### src/hdl/bopf_pkg.sv
// bopf_pkg: shared types, constants and helpers for the box overlap pair filter
// depends on nothing; imported by every module of the block
`timescale 1ns / 1ps
`default_nettype none

package bopf_pkg;

  localparam int unsigned CoordW   = 32;
  localparam int unsigned TypeW    = 3;
  localparam int unsigned StripW   = 10;
  localparam int unsigned PosW     = 12;
  localparam int unsigned IndexW   = 16;
  localparam int unsigned RatioW   = 17;
  localparam int unsigned AreaW    = 2 * CoordW;
  localparam int unsigned UnionW   = AreaW + 1;
  localparam int unsigned MaxBlocks = 65536;

  localparam logic [CoordW-1:0] SignBit  = {1'b1, {(CoordW-1){1'b0}}};
  localparam logic [RatioW-1:0] OneQ16   = {1'b1, {(RatioW-1){1'b0}}};

  typedef enum logic {
    CMD_LOAD = 1'b0,
    CMD_TEST = 1'b1
  } bopf_cmd_e;

  typedef enum logic [3:0] {
    ST_IDLE,
    ST_PREP,
    ST_MUL_GO,
    ST_MUL_WAIT,
    ST_UNION_A,
    ST_UNION_B,
    ST_FIN_GO,
    ST_FIN_WAIT,
    ST_DONE
  } bopf_state_e;

  typedef struct packed {
    logic                     command;
    logic signed [CoordW-1:0] box_min_x;
    logic signed [CoordW-1:0] box_max_x;
    logic signed [CoordW-1:0] box_min_y;
    logic signed [CoordW-1:0] box_max_y;
    logic [TypeW-1:0]         source_type;
    logic [StripW-1:0]        strip_number;
    logic [PosW-1:0]          strip_position;
    logic [IndexW-1:0]        block_index;
  } bopf_in_t;

  typedef struct packed {
    logic [RatioW-1:0] overlap_ratio;
    logic              adj_flag;
    logic              accepted;
    logic [IndexW-1:0] candidate_index;
  } bopf_out_t;

  // offset binary: signed coordinates then order as unsigned
  function automatic logic [CoordW-1:0] bopf_bias(input logic [CoordW-1:0] v);
    return v ^ SignBit;
  endfunction

  // width of an interval, clamped at zero when inverted
  function automatic logic [CoordW-1:0] bopf_extent(input logic [CoordW-1:0] lo,
                                                    input logic [CoordW-1:0] hi);
    return (hi > lo) ? (hi - lo) : '0;
  endfunction

endpackage

`default_nettype wire

### src/hdl/bopf_serial_mul.sv
// bopf_serial_mul: unsigned shift-add multiplier, one multiplier bit per cycle
// depends on bopf_pkg (import only for house consistency of widths)
`timescale 1ns / 1ps
`default_nettype none

module bopf_serial_mul import bopf_pkg::*; #(
  parameter int unsigned AW = CoordW,
  parameter int unsigned BW = CoordW
) (
  input  wire logic              clk_i,
  input  wire logic              rst_ni,
  input  wire logic              start_i,
  input  wire logic [AW-1:0]     a_i,
  input  wire logic [BW-1:0]     b_i,
  output logic                   busy_o,
  output logic [AW+BW-1:0]       prod_o
);

  localparam int unsigned CntW = $clog2(BW + 1);

  logic              busy_q, busy_d;
  logic [CntW-1:0]   cnt_q, cnt_d;
  logic [AW-1:0]     mcand_q, mcand_d;
  logic [AW+BW-1:0]  prod_q, prod_d;
  logic [AW:0]       sum;

  // add the multiplicand into the upper half when the low bit is set, then shift right
  assign sum = {1'b0, prod_q[AW+BW-1 -: AW]} + (prod_q[0] ? {1'b0, mcand_q} : '0);

  always_comb begin
    busy_d  = busy_q;
    cnt_d   = cnt_q;
    mcand_d = mcand_q;
    prod_d  = prod_q;
    if (start_i) begin
      busy_d  = 1'b1;
      cnt_d   = CntW'(BW);
      mcand_d = a_i;
      prod_d  = {{AW{1'b0}}, b_i};
    end else if (busy_q) begin
      prod_d = {sum, prod_q[BW-1:1]};
      cnt_d  = cnt_q - CntW'(1);
      if (cnt_q == CntW'(1)) begin
        busy_d = 1'b0;
      end
    end
  end

  always_ff @(posedge clk_i or negedge rst_ni) begin
    if (!rst_ni) begin
      busy_q <= 1'b0;
      cnt_q  <= '0;
    end else begin
      busy_q <= busy_d;
      cnt_q  <= cnt_d;
    end
  end

  always_ff @(posedge clk_i) begin
    mcand_q <= mcand_d;
    prod_q  <= prod_d;
  end

  assign busy_o = busy_q;
  assign prod_o = prod_q;

endmodule

`default_nettype wire

### src/hdl/bopf_div.sv
// bopf_div: restoring divider, one quotient bit per cycle, msb first
// depends on bopf_pkg for default widths
`timescale 1ns / 1ps
`default_nettype none

module bopf_div import bopf_pkg::*; #(
  parameter int unsigned NW = AreaW,
  parameter int unsigned DW = UnionW,
  parameter int unsigned QW = RatioW
) (
  input  wire logic          clk_i,
  input  wire logic          rst_ni,
  input  wire logic          start_i,
  input  wire logic [NW-1:0] num_i,
  input  wire logic [DW-1:0] den_i,
  output logic               busy_o,
  output logic [QW-1:0]      quot_o
);

  localparam int unsigned CntW = $clog2(QW + 1);

  logic            busy_q, busy_d;
  logic            first_q, first_d;
  logic [CntW-1:0] cnt_q, cnt_d;
  logic [DW:0]     rem_q, rem_d;
  logic [DW-1:0]   den_q, den_d;
  logic [QW-1:0]   quot_q, quot_d;
  logic [DW:0]     trial;
  logic            fits;

  // the first step compares the plain numerator, later ones the doubled remainder
  assign trial = first_q ? rem_q : {rem_q[DW-1:0], 1'b0};
  assign fits  = (trial >= {1'b0, den_q});

  always_comb begin
    busy_d  = busy_q;
    first_d = first_q;
    cnt_d   = cnt_q;
    rem_d   = rem_q;
    den_d   = den_q;
    quot_d  = quot_q;
    if (start_i) begin
      busy_d  = 1'b1;
      first_d = 1'b1;
      cnt_d   = CntW'(QW);
      rem_d   = (DW+1)'(num_i);
      den_d   = den_i;
      quot_d  = '0;
    end else if (busy_q) begin
      first_d = 1'b0;
      rem_d   = fits ? (trial - {1'b0, den_q}) : trial;
      quot_d  = {quot_q[QW-2:0], fits};
      cnt_d   = cnt_q - CntW'(1);
      if (cnt_q == CntW'(1)) begin
        busy_d = 1'b0;
      end
    end
  end

  always_ff @(posedge clk_i or negedge rst_ni) begin
    if (!rst_ni) begin
      busy_q <= 1'b0;
      cnt_q  <= '0;
    end else begin
      busy_q <= busy_d;
      cnt_q  <= cnt_d;
    end
  end

  always_ff @(posedge clk_i) begin
    first_q <= first_d;
    rem_q   <= rem_d;
    den_q   <= den_d;
    quot_q  <= quot_d;
  end

  assign busy_o = busy_q;
  assign quot_o = quot_q;

endmodule

`default_nettype wire

### src/hdl/box_overlap_pair_filter.sv
// box_overlap_pair_filter: intersection over union of a reference and a candidate box
// depends on bopf_pkg, bopf_serial_mul, bopf_div
//
//   channel | direction | handshake              | payload
//   --------+-----------+------------------------+---------------------------
//   in      | input     | in_valid_i / in_ready_o   | bopf_in_t  in_data_i
//   out     | output    | out_valid_o / out_ready_i | bopf_out_t out_data_o
//   cfg     | input     | cfg_valid_i / cfg_ready_o | min_overlap, 17 bits
//
// a load item gives no result; a test item occupies the block through the 32-step
// shift-add area multipliers and the 17-step divider running alongside the threshold
// multiplier, and the divide is skipped when the union is zero.
// reset clears the reference block to all zero and min_overlap to zero.
// the finished result sits in an output register, so the next item is taken while
// it waits; a test item only stalls at its end if the previous result is still held.
`timescale 1ns / 1ps
`default_nettype none

module box_overlap_pair_filter import bopf_pkg::*; (
  input  wire logic          clk_i,
  input  wire logic          rst_ni,
  input  wire logic          in_valid_i,
  output logic               in_ready_o,
  input  wire bopf_in_t      in_data_i,
  output logic               out_valid_o,
  input  wire logic          out_ready_i,
  output bopf_out_t          out_data_o,
  input  wire logic          cfg_valid_i,
  output logic               cfg_ready_o,
  input  wire logic [RatioW-1:0] cfg_data_i
);

  bopf_state_e state_q, state_d;

  // reference block
  logic [CoordW-1:0] ref_box_q [4];
  logic [TypeW-1:0]  ref_type_q;
  logic [StripW-1:0] ref_strip_q;
  logic [PosW-1:0]   ref_pos_q;
  logic [IndexW-1:0] ref_idx_q;
  logic [RatioW-1:0] min_overlap_q;

  // candidate and working registers
  logic [CoordW-1:0] cand_box_q [4];
  logic [TypeW-1:0]  cand_type_q;
  logic [StripW-1:0] cand_strip_q;
  logic [PosW-1:0]   cand_pos_q;
  logic [IndexW-1:0] cand_idx_q;
  logic [CoordW-1:0] isect_q [4];
  logic [CoordW-1:0] ref_b [4];
  logic              adj_q;
  logic              idx_ok_q;
  logic [AreaW-1:0]  diff_q;
  logic [UnionW-1:0] uni_q;
  logic              uni_nz_q;

  logic              out_valid_q;
  bopf_out_t         out_q;

  logic in_xfer, load_xfer, test_xfer;
  logic mul_start, fin_start, out_load;

  logic                     mul_r_busy, mul_c_busy, mul_i_busy, thr_busy, div_busy;
  logic [AreaW-1:0]         area_r, area_c, area_i;
  logic [UnionW+RatioW-1:0] thr_prod;
  logic [RatioW-1:0]        quot;
  logic [UnionW+RatioW-1:0] lhs;
  logic [PosW:0]            cand_pos_p1, ref_pos_p1;

  assign in_ready_o  = (state_q == ST_IDLE);
  assign cfg_ready_o = 1'b1;
  assign in_xfer     = in_valid_i && in_ready_o;
  assign load_xfer   = in_xfer && (in_data_i.command == CMD_LOAD);
  assign test_xfer   = in_xfer && (in_data_i.command == CMD_TEST);

  for (genvar k = 0; k < 4; k++) begin : g_ref_bias
    assign ref_b[k] = bopf_bias(ref_box_q[k]);
  end

  // ---------------------------------------------------------------- sequencer
  always_comb begin
    state_d   = state_q;
    mul_start = 1'b0;
    fin_start = 1'b0;
    out_load  = 1'b0;
    case (state_q)
      ST_IDLE: begin
        if (test_xfer) begin
          state_d = ST_PREP;
        end
      end
      ST_PREP: begin
        state_d = ST_MUL_GO;
      end
      ST_MUL_GO: begin
        mul_start = 1'b1;
        state_d   = ST_MUL_WAIT;
      end
      ST_MUL_WAIT: begin
        if (!mul_r_busy && !mul_c_busy && !mul_i_busy) begin
          state_d = ST_UNION_A;
        end
      end
      ST_UNION_A: begin
        state_d = ST_UNION_B;
      end
      ST_UNION_B: begin
        state_d = ST_FIN_GO;
      end
      ST_FIN_GO: begin
        // zero union skips the divide, the result is forced to zero
        if (uni_q != '0) begin
          fin_start = 1'b1;
          state_d   = ST_FIN_WAIT;
        end else begin
          state_d = ST_DONE;
        end
      end
      ST_FIN_WAIT: begin
        if (!thr_busy && !div_busy) begin
          state_d = ST_DONE;
        end
      end
      ST_DONE: begin
        if (!out_valid_q || out_ready_i) begin
          out_load = 1'b1;
          state_d  = ST_IDLE;
        end
      end
      default: begin
        state_d = ST_IDLE;
      end
    endcase
  end

  always_ff @(posedge clk_i or negedge rst_ni) begin
    if (!rst_ni) begin
      state_q <= ST_IDLE;
    end else begin
      state_q <= state_d;
    end
  end

  // ---------------------------------------------------------------- config and reference
  always_ff @(posedge clk_i or negedge rst_ni) begin
    if (!rst_ni) begin
      min_overlap_q <= '0;
      for (int k = 0; k < 4; k++) begin
        ref_box_q[k] <= '0;
      end
      ref_type_q  <= '0;
      ref_strip_q <= '0;
      ref_pos_q   <= '0;
      ref_idx_q   <= '0;
    end else begin
      if (cfg_valid_i && cfg_ready_o) begin
        min_overlap_q <= cfg_data_i;
      end
      if (load_xfer) begin
        ref_box_q[0] <= in_data_i.box_min_x;
        ref_box_q[1] <= in_data_i.box_max_x;
        ref_box_q[2] <= in_data_i.box_min_y;
        ref_box_q[3] <= in_data_i.box_max_y;
        ref_type_q   <= in_data_i.source_type;
        ref_strip_q  <= in_data_i.strip_number;
        ref_pos_q    <= in_data_i.strip_position;
        ref_idx_q    <= in_data_i.block_index;
      end
    end
  end

  // ---------------------------------------------------------------- datapath
  assign cand_pos_p1 = {1'b0, cand_pos_q} + (PosW+1)'(1);
  assign ref_pos_p1  = {1'b0, ref_pos_q} + (PosW+1)'(1);

  always_ff @(posedge clk_i) begin
    if (test_xfer) begin
      cand_box_q[0] <= bopf_bias(in_data_i.box_min_x);
      cand_box_q[1] <= bopf_bias(in_data_i.box_max_x);
      cand_box_q[2] <= bopf_bias(in_data_i.box_min_y);
      cand_box_q[3] <= bopf_bias(in_data_i.box_max_y);
      cand_type_q   <= in_data_i.source_type;
      cand_strip_q  <= in_data_i.strip_number;
      cand_pos_q    <= in_data_i.strip_position;
      cand_idx_q    <= in_data_i.block_index;
    end
    if (state_q == ST_PREP) begin
      isect_q[0] <= (ref_b[0] > cand_box_q[0]) ? ref_b[0] : cand_box_q[0];
      isect_q[1] <= (ref_b[1] < cand_box_q[1]) ? ref_b[1] : cand_box_q[1];
      isect_q[2] <= (ref_b[2] > cand_box_q[2]) ? ref_b[2] : cand_box_q[2];
      isect_q[3] <= (ref_b[3] < cand_box_q[3]) ? ref_b[3] : cand_box_q[3];
      adj_q <= (cand_type_q == ref_type_q) && (cand_strip_q == ref_strip_q) &&
               ((cand_pos_p1 == {1'b0, ref_pos_q}) || (ref_pos_p1 == {1'b0, cand_pos_q}));
      idx_ok_q <= (cand_idx_q > ref_idx_q) &&
                  (32'(cand_idx_q) < MaxBlocks) && (32'(ref_idx_q) < MaxBlocks);
    end
    if (state_q == ST_UNION_A) begin
      // the intersection never exceeds the reference area
      diff_q <= area_r - area_i;
    end
    if (state_q == ST_UNION_B) begin
      uni_q <= {1'b0, diff_q} + {1'b0, area_c};
    end
    if (state_q == ST_FIN_GO) begin
      uni_nz_q <= (uni_q != '0);
    end
  end

  bopf_serial_mul #(.AW(CoordW), .BW(CoordW)) u_mul_ref (
    .clk_i   (clk_i),
    .rst_ni  (rst_ni),
    .start_i (mul_start),
    .a_i     (bopf_extent(ref_b[0], ref_b[1])),
    .b_i     (bopf_extent(ref_b[2], ref_b[3])),
    .busy_o  (mul_r_busy),
    .prod_o  (area_r)
  );

  bopf_serial_mul #(.AW(CoordW), .BW(CoordW)) u_mul_cand (
    .clk_i   (clk_i),
    .rst_ni  (rst_ni),
    .start_i (mul_start),
    .a_i     (bopf_extent(cand_box_q[0], cand_box_q[1])),
    .b_i     (bopf_extent(cand_box_q[2], cand_box_q[3])),
    .busy_o  (mul_c_busy),
    .prod_o  (area_c)
  );

  bopf_serial_mul #(.AW(CoordW), .BW(CoordW)) u_mul_isect (
    .clk_i   (clk_i),
    .rst_ni  (rst_ni),
    .start_i (mul_start),
    .a_i     (bopf_extent(isect_q[0], isect_q[1])),
    .b_i     (bopf_extent(isect_q[2], isect_q[3])),
    .busy_o  (mul_i_busy),
    .prod_o  (area_i)
  );

  // threshold side of the exact compare: union * min_overlap
  bopf_serial_mul #(.AW(UnionW), .BW(RatioW)) u_mul_thr (
    .clk_i   (clk_i),
    .rst_ni  (rst_ni),
    .start_i (fin_start),
    .a_i     (uni_q),
    .b_i     (min_overlap_q),
    .busy_o  (thr_busy),
    .prod_o  (thr_prod)
  );

  bopf_div #(.NW(AreaW), .DW(UnionW), .QW(RatioW)) u_div (
    .clk_i   (clk_i),
    .rst_ni  (rst_ni),
    .start_i (fin_start),
    .num_i   (area_i),
    .den_i   (uni_q),
    .busy_o  (div_busy),
    .quot_o  (quot)
  );

  // intersection scaled by one in Q1.16
  assign lhs = (UnionW+RatioW)'({area_i, {(RatioW-1){1'b0}}});

  // ---------------------------------------------------------------- output register
  always_ff @(posedge clk_i or negedge rst_ni) begin
    if (!rst_ni) begin
      out_valid_q <= 1'b0;
    end else if (out_load) begin
      out_valid_q <= 1'b1;
    end else if (out_ready_i) begin
      out_valid_q <= 1'b0;
    end
  end

  always_ff @(posedge clk_i) begin
    if (out_load) begin
      out_q.overlap_ratio   <= uni_nz_q ? quot : '0;
      out_q.adj_flag        <= adj_q;
      out_q.accepted        <= uni_nz_q && (thr_prod < lhs) && idx_ok_q && !adj_q;
      out_q.candidate_index <= cand_idx_q;
    end
  end

  assign out_valid_o = out_valid_q;
  assign out_data_o  = out_q;

endmodule

`default_nettype wire

### config.mk
export PLATFORM = sky130hd
export DESIGN_NAME = box_overlap_pair_filter
export DESIGN_NICKNAME = d
export VERILOG_FILES = /design/src/hdl/bopf_pkg.sv /design/src/hdl/bopf_serial_mul.sv /design/src/hdl/bopf_div.sv /design/src/hdl/box_overlap_pair_filter.sv
export SDC_FILE = /design/constraint.sdc
export NUM_CORES = 2
export LEC_CHECK = 0
export ABC_AREA = 1
export BUFFER_PORTS_ARGS = -buffer_cell sky130_fd_sc_hd__buf_2
export CORE_MARGIN = 1.5
export CORE_UTILIZATION = 55
export DETAILED_ROUTE_END_ITERATION = 7
export PLACE_DENSITY = 0.84
export SLEW_MARGIN = 20
export SYNTH_ARGS = -nofsm -noshare
export SYNTH_HDL_FRONTEND = slang
export SYNTH_SLANG_ARGS = --single-unit
### constraint.sdc
create_clock -name clk_i -period 8 [get_ports clk_i]
set_clock_uncertainty 0.1 [all_clocks]
set_input_delay 0.4 -clock clk_i [delete_from_list [all_inputs] [get_ports clk_i]]
set_output_delay 0.4 -clock clk_i [all_outputs]
set_load 0.02 [all_outputs]
# After elaboration in Yosys (flattened, before gate mapping)
# Memory sizes are Yosys's and may differ from the RTL's.
# Cells that the tools add are included.
# word_totals
ff_bits,951
ram_bits,256
input_bits,192
output_inout_bits,38
word_cells,209
memories,2
# classes
add_sub_neg,20
order_cmp,13
eq_ne,21
n_mux,65
n_bitwise,9
n_reduce_logical,29
# memory_table
name,words,word_bits,read_ports,rd_clocked_by_memory_dff,write_ports,line_no,source
cand_box_q,4,32,4,0,4,box_overlap_pair_filter.sv:44,logic [CoordW-1:0] cand_box_q [4];
isect_q,4,32,4,0,4,box_overlap_pair_filter.sv:49,logic [CoordW-1:0] isect_q [4];
# ops
op,count
$mux W32,16
$gt A32 B32 Y1,8
$sub A32 B32 Y32,6
$mux W66,2
$mux W64,2
$add A32 B32 Y33,3
$lt A82 B80 Y1,1
$add A65 B65 Y66,1
$ge A66 B65 Y1,1
$sub A66 B65 Y66,1
$add A64 B64 Y65,1
$mux W65,1
$reduce_bool A65 Y1,1
$lt A32 B32 Y1,2
$sub A64 B64 Y64,1
$mux W6,6
$pmux W4 S9,1
$mux W17,2
$add A12 B1 Y13 const B,2
$eq A13 B12 Y1,2
$mux W1,26
$mux W4,5
$mux W5,4
$eq A6 B1 Y1 const B,3
19 further kinds,59

# Longest topological paths before layout
# logic_depth
word_depth,5
depth_mapped,25
depth_no_buf,21

# Modules after synthesis
# Synthesis repeated with hierarchy kept, for this count alone.
# unflattened
cells_unflattened,13826
hier_area_um2,96990.5
# by_module_without_submodules
module,instances,cells_each,area_each_um2,seq_area_each_um2
box_overlap_pair_filter,1,7096,52815.7,18712.9
bopf_div,1,2181,13681.9,4424.2
bopf_serial_mul at u_mul_cand ...,2,892,6316.1,2737.6
bopf_serial_mul at u_mul_thr,1,1871,11537.3,3913.8
bopf_serial_mul at u_mul_ref,1,894,6323.6,2737.6

# Worst setup path after synthesis
# No wires, ideal clock.
# synth_path
path_kind,flip-flop to flip-flop
start,register state_q[3]
end,register state_q[2]
t_arrival_ps,8767
required_ps,7833
setup_slack_ps,-934
stages_incl_launch_ff,10
path_buffers,0
synth_period_minus_slack_ps,8934
path_cell_list,dfrtp_1 -> nor2_1 -> inv_1 -> nor2_2 -> nand2_1 -> nor2_1 -> nor2_1 -> nor4_1 -> nand2_1 -> nand2_1
# synth_between
elab_chain_len,5
word_cells_on_any_way,17
classes_between,eq/ne (12); mux (1); reduce/logical (4)
# synth_rtl
element,line_no,source
"start, declared",box_overlap_pair_filter.sv:33,"bopf_state_e state_q, state_d;"
"start signal, assigned",box_overlap_pair_filter.sv:140,state_q <= state_d;
$logic_not A4 Y1,box_overlap_pair_filter.sv:70,assign in_ready_o = (state_q == ST_IDLE);
via in_ready_o,box_overlap_pair_filter.sv:23,"output logic in_ready_o,"
$logic_and A1 B1 Y1,box_overlap_pair_filter.sv:72,assign in_xfer = in_valid_i && in_ready_o;
$logic_and A1 B1 Y1,box_overlap_pair_filter.sv:74,assign test_xfer = in_xfer && (in_data_i.command == CMD_TEST);
via test_xfer,box_overlap_pair_filter.sv:60,"logic in_xfer, load_xfer, test_xfer;"
$ne A2 B1 Y1 (no line),--,
$reduce_and A4 Y1 (no line),--,
# The timed path passes the listed nets, and every way through them passes these cells.
# A chain may end at the register's enable or synchronous reset.

# Worst setup path after layout
# layout_path
start,register u_div.first_q
end,register u_div.rem_q[13] (data pin)
# layout_between
elab_chain_len,5
word_cells_on_any_way,6
classes_between,add/sub (1); order compare (1); mux (4)
# layout_rtl
element,line_no,source
"start, declared",bopf_div.sv:23,"logic first_q, first_d;"
"start signal, assigned",bopf_div.sv:71,first_q <= first_d;
$mux W66 (*),bopf_div.sv:32,"assign trial = first_q ? rem_q : {rem_q[DW-1:0], 1'b0};"
$sub A66 B65 Y66 or $ge A66 B65 Y1 (tied branches),"bopf_div.sv:51, bopf_div.sv:33",
$mux W66 (*),bopf_div.sv:51,"rem_d = fits ? (trial - {1'b0, den_q}) : trial;"
$mux W64 (*),bopf_div.sv:49,end else if (busy_q) begin
$mux W64 (*),bopf_div.sv:42,if (start_i) begin
via u_div.rem_d[13],bopf_div.sv:25,"logic [DW:0] rem_q, rem_d;"
"end signal, assigned",bopf_div.sv:72,rem_q <= rem_d;
"end, declared",bopf_div.sv:25,
# The timed path passes the listed nets; every way through them passes the cells marked *. The select of a mux whose other input is x is not followed.

==> flow_summary.toml <==
[status]
status = "finished clean"

[setup_path]
worstPathMaxFanout = 75
reg2reg_to = "u_div.rem_q[13]$_DFFE_PP_"
startpoint_type = "flip-flop"
critPathLaunch = "u_div.first_q$_SDFFE_PP1P_"
timing.rr.start = "u_div.first_q$_SDFFE_PP1P_"
worst_ep_required_time_ns = 8.42
end_kind = "flip-flop"
reg2regPathDepth = 18
critPathArrivalTime_ns = 5.05
critPathKind = "reg -> reg"
ff2ff_setup_slack_ns = 3.36

[placement]
placedCellCount = 14300
place_area_um2 = 92400
gp_congestion = 1.08
portBuffers = 228
dp.final_hpwl_um = 250000

[global_routing]
grt_overflow_total = 0
top_usage_layer = "met2"
grt_start_max_net_pins = 101
grt_usage_pct = 37.6
use_met3_pct = 8.74
use_met1_pct = 51.4
grtUsageMet2_pct = 57.1
grt_pass1_wl_um = 471000
antenna_found_initial = 16
grt_pass1_vias = 80400

[die]
fp.dieW_um = 405
core_area_um2 = 161000
io_pins = 230
dieArea_um2 = 164000
die_h_um = 405
start_util_pct = 55.4
rows = 147

[yosys]
async_flop_share_pct = 18.6
yosys_warnings = 0
synth_cell_type_count = 66
synth_edf_count = 802
netlist_instances = 12100
avgSynthCellArea_um2 = 7.38
synth_seq_cells = 1207
yosys_most_used_dff = "edfxtp_1"
ys_seq_area_share_pct = 37.4
synth_nets = 13000
synth_area_um2 = 89000

[power_and_ir_drop]
intPower_uw = 23200
power_frac_clock_pct = 13.8
ir_drop_v = 0.000266
p_comb_share_pct = 61.3
seq_power_share_pct = 25.0
leakagePower_uw = 0.0477
power_density_nw_per_um2 = 487
swShare_pct = 52.1
power.switching_uw = 25200

[drt]
wl_per_cell_um = 21.4
via_per_inst = 5.81
vias = 85800
drtIter0Drc = 11000
first_pass_iters = 6
final_antenna_net_count = 0
postRouteWirelength_um = 316000
drc_errors = 0

[sta]
slew_headroom_pct = 25.6
worst_pin_slew_ns = 1.11
fin_crit_sh_pct = 58.0
setup_violations = 0
drv_slew = 0
rsz0062_at_grt = "false"
fin_tns_setup_ns = 0
finalHoldViolations = 0
clock.fmax_ghz = 0.216
post-route-min-period_ns = 4.64

[finish]
multi_input_area_um2 = 47300
final_cell_mix = "nand2_1, inv_1, nor2_1, a21oi_1, edfxtp_1"
drive_gt1_share_pct = 5.39
stdcell_count = 14800
area_growth_pct = 11.7
final_nets = 13400
final_core_util_pct = 61.9
seqCellArea_um2 = 33300
layout_commonest_cell = "nand2_1"
num-fill-cells = 14300
fin_area_um2 = 99400

[clock_network]
numCtsBuffers = 138
cts.sinks = 1207
clkLatencyLatePin_ns = 0.83
cts_buffer_depth = 3
cts_hold_buf = 224
post_cts_resize_count = 0
cts_root_buf = "clkbuf_16"
cts_setup_buffers = 0
clkTransAtPathRegs_ns = 0.07
h-tree-depth = 4
cts_tree = "done"

[job]
cap_violations = 0

[min_path]
min_path_cells = 2
hold_path_end = "min_overlap_q[0]$_DFFE_PN0P_"
min-delay-start = "cfg_valid_i"
hold_class = "in -> reg"
[through the flow]
step | worst slack, ns | hold slack (ns) | total power [µW]
global route | 3.12 | 0.0696 | 51600
detailed placement | 3.47 | 0.263 | 40400
floorplan | 1.22 | 0.00441 | 31600
CTS | 3.43 | 0.00664 | 47300
finish | 3.36 | 0.0571 | 48400
global placement | 3.57 | 0.265 | 40000
[worst max-delay path: stages, from the launching register on]
cell	delay (ns)
dfxtp_2	0.44
inv_2	0.04
buf_4	0.27
or2_2	0.33
o21ai_0	0.12
inv_1	0.08
ha_1	0.36
nand2_1	0.13
nor2_2	0.18
nand2_1	0.15
nor2_1	0.16
nand4_1	0.25
nor3_2	0.20
nor2_2	0.08
nand2_4	0.33
buf_4	0.68
nand2_1	0.12
o21ai_1	0.12
o21ai_1	0.08
[cell families after synthesis]
kind of cell               share of synthesized area (%)
DFF                                                 37.4
buffers and inverters                               9.53
xor gates and xnor gates                            3.51
AOI/OAI and AO/OA                                   13.8
adders and majority gates                           11.0
muxes                                               1.04
and+or+nand+nor                                     23.6
other                                            0.00421
[final cells by class]
type / instances / area share (%)
clock inverter: 85 / 1.10
tap: 2160 / 2.72
inverter: 2007 / 7.59
clock buffer: 173 / 3.69
multi-input combinational: 8622 / 47.6
antenna: 4 / 0.0101
timing repair buffer: 504 / 3.83
sequential: 1207 / 33.5
[power by group through the flow]
stage	Sequential [µW]	Clock, µW	Combinational [µW]
3_3_place_gp	12000	0	28000
4_1_cts	12000	6670	28700
2_1_floorplan	11200	0	20400
5_1_grt	12200	6920	32500
6_report	12100	6660	29700
3_5_place_dp	12100	0	28300
[layer usage]
layer	part of all wire, %	wire [µm]	vias to the layer above
li1	-	-	40600
met1	41	130000	39700
met2	43	135000	4684
met3	12	36700	801
met4	4.6	14500	20
met5	0.041	128	-
[cells in the mapped netlist (5+ instances only)]
master	n	area share (%)
nand2_1	2828	12
inv_1	1997	8.4
nor2_1	1305	5.5
a21oi_1	1032	5.8
edfxtp_1	802	27
ha_1	762	11
o21ai_0	741	4.2
nand3_1	582	3.3
dfrtp_1	224	6.3
xor2_1	217	2.1
dfxtp_1	181	4.1
clkbuf_1	151	0.64
xnor2_1	140	1.4
nor3_1	139	0.78
nand4_1	114	0.80
a21o_1	79	0.67
mux2_2	78	0.99
o21bai_1	73	0.62
nor4_1	63	0.44
a31oi_1	58	0.41
o21ai_1	57	0.32
o211ai_1	52	0.44
o22ai_1	40	0.28
o21a_1	37	0.31
buf_2	34	0.19
or2_2	31	0.22
a21boi_0	29	0.24
nand3b_1	28	0.24
nor2_2	24	0.17
a211oi_1	13	0.11
fa_1	13	0.29
buf_1	12	0.051
o221ai_1	10	0.098
buf_6	9	0.11
inv_2	7	0.030
nand2_2	7	0.049
and3_1	6	0.042
o31ai_1	6	0.051
mux2i_1	5	0.056
o21ai_2	5	0.049
[sequential cells by signal, indices dropped and copies added (netlist names), 16 cells and up]
register,flops
u_div.rem_q,66
u_mul_thr.mcand_q,65
u_mul_isect.mcand_q,32
min_overlap_q,17
isect_q,128
cand_box_q,128
ref_b,124
u_div.quot_o,17
u_mul_isect.prod_o,64
uni_q,65
u_mul_cand.prod_o,64
u_mul_cand.mcand_q,32
u_mul_ref.prod_o,64
u_mul_thr.prod_o,82
ref_idx_q,16
out_data_o,35
u_mul_ref.mcand_q,32
diff_q,64
cand_idx_q,16
[worst max path at each step]
| stage | end | slack [ns] |
|---|---|---|
| 6_report | u_div.rem_q[13]$_DFFE_PP_ | 3.36 |
| 5_1_grt | u_div.rem_q[4]$_DFFE_PP_ | 3.12 |
| 4_1_cts | u_div.rem_q[13]$_DFFE_PP_ | 3.43 |
| 3_5_place_dp | u_div.rem_q[22]$_DFFE_PP_ | 3.47 |
| 3_3_place_gp | u_div.rem_q[7]$_DFFE_PP_ | 3.57 |
| 2_1_floorplan | adj_q$_DFFE_PP_ | 1.22 |
No activity file was read; power rests on OpenSTA's default activity.
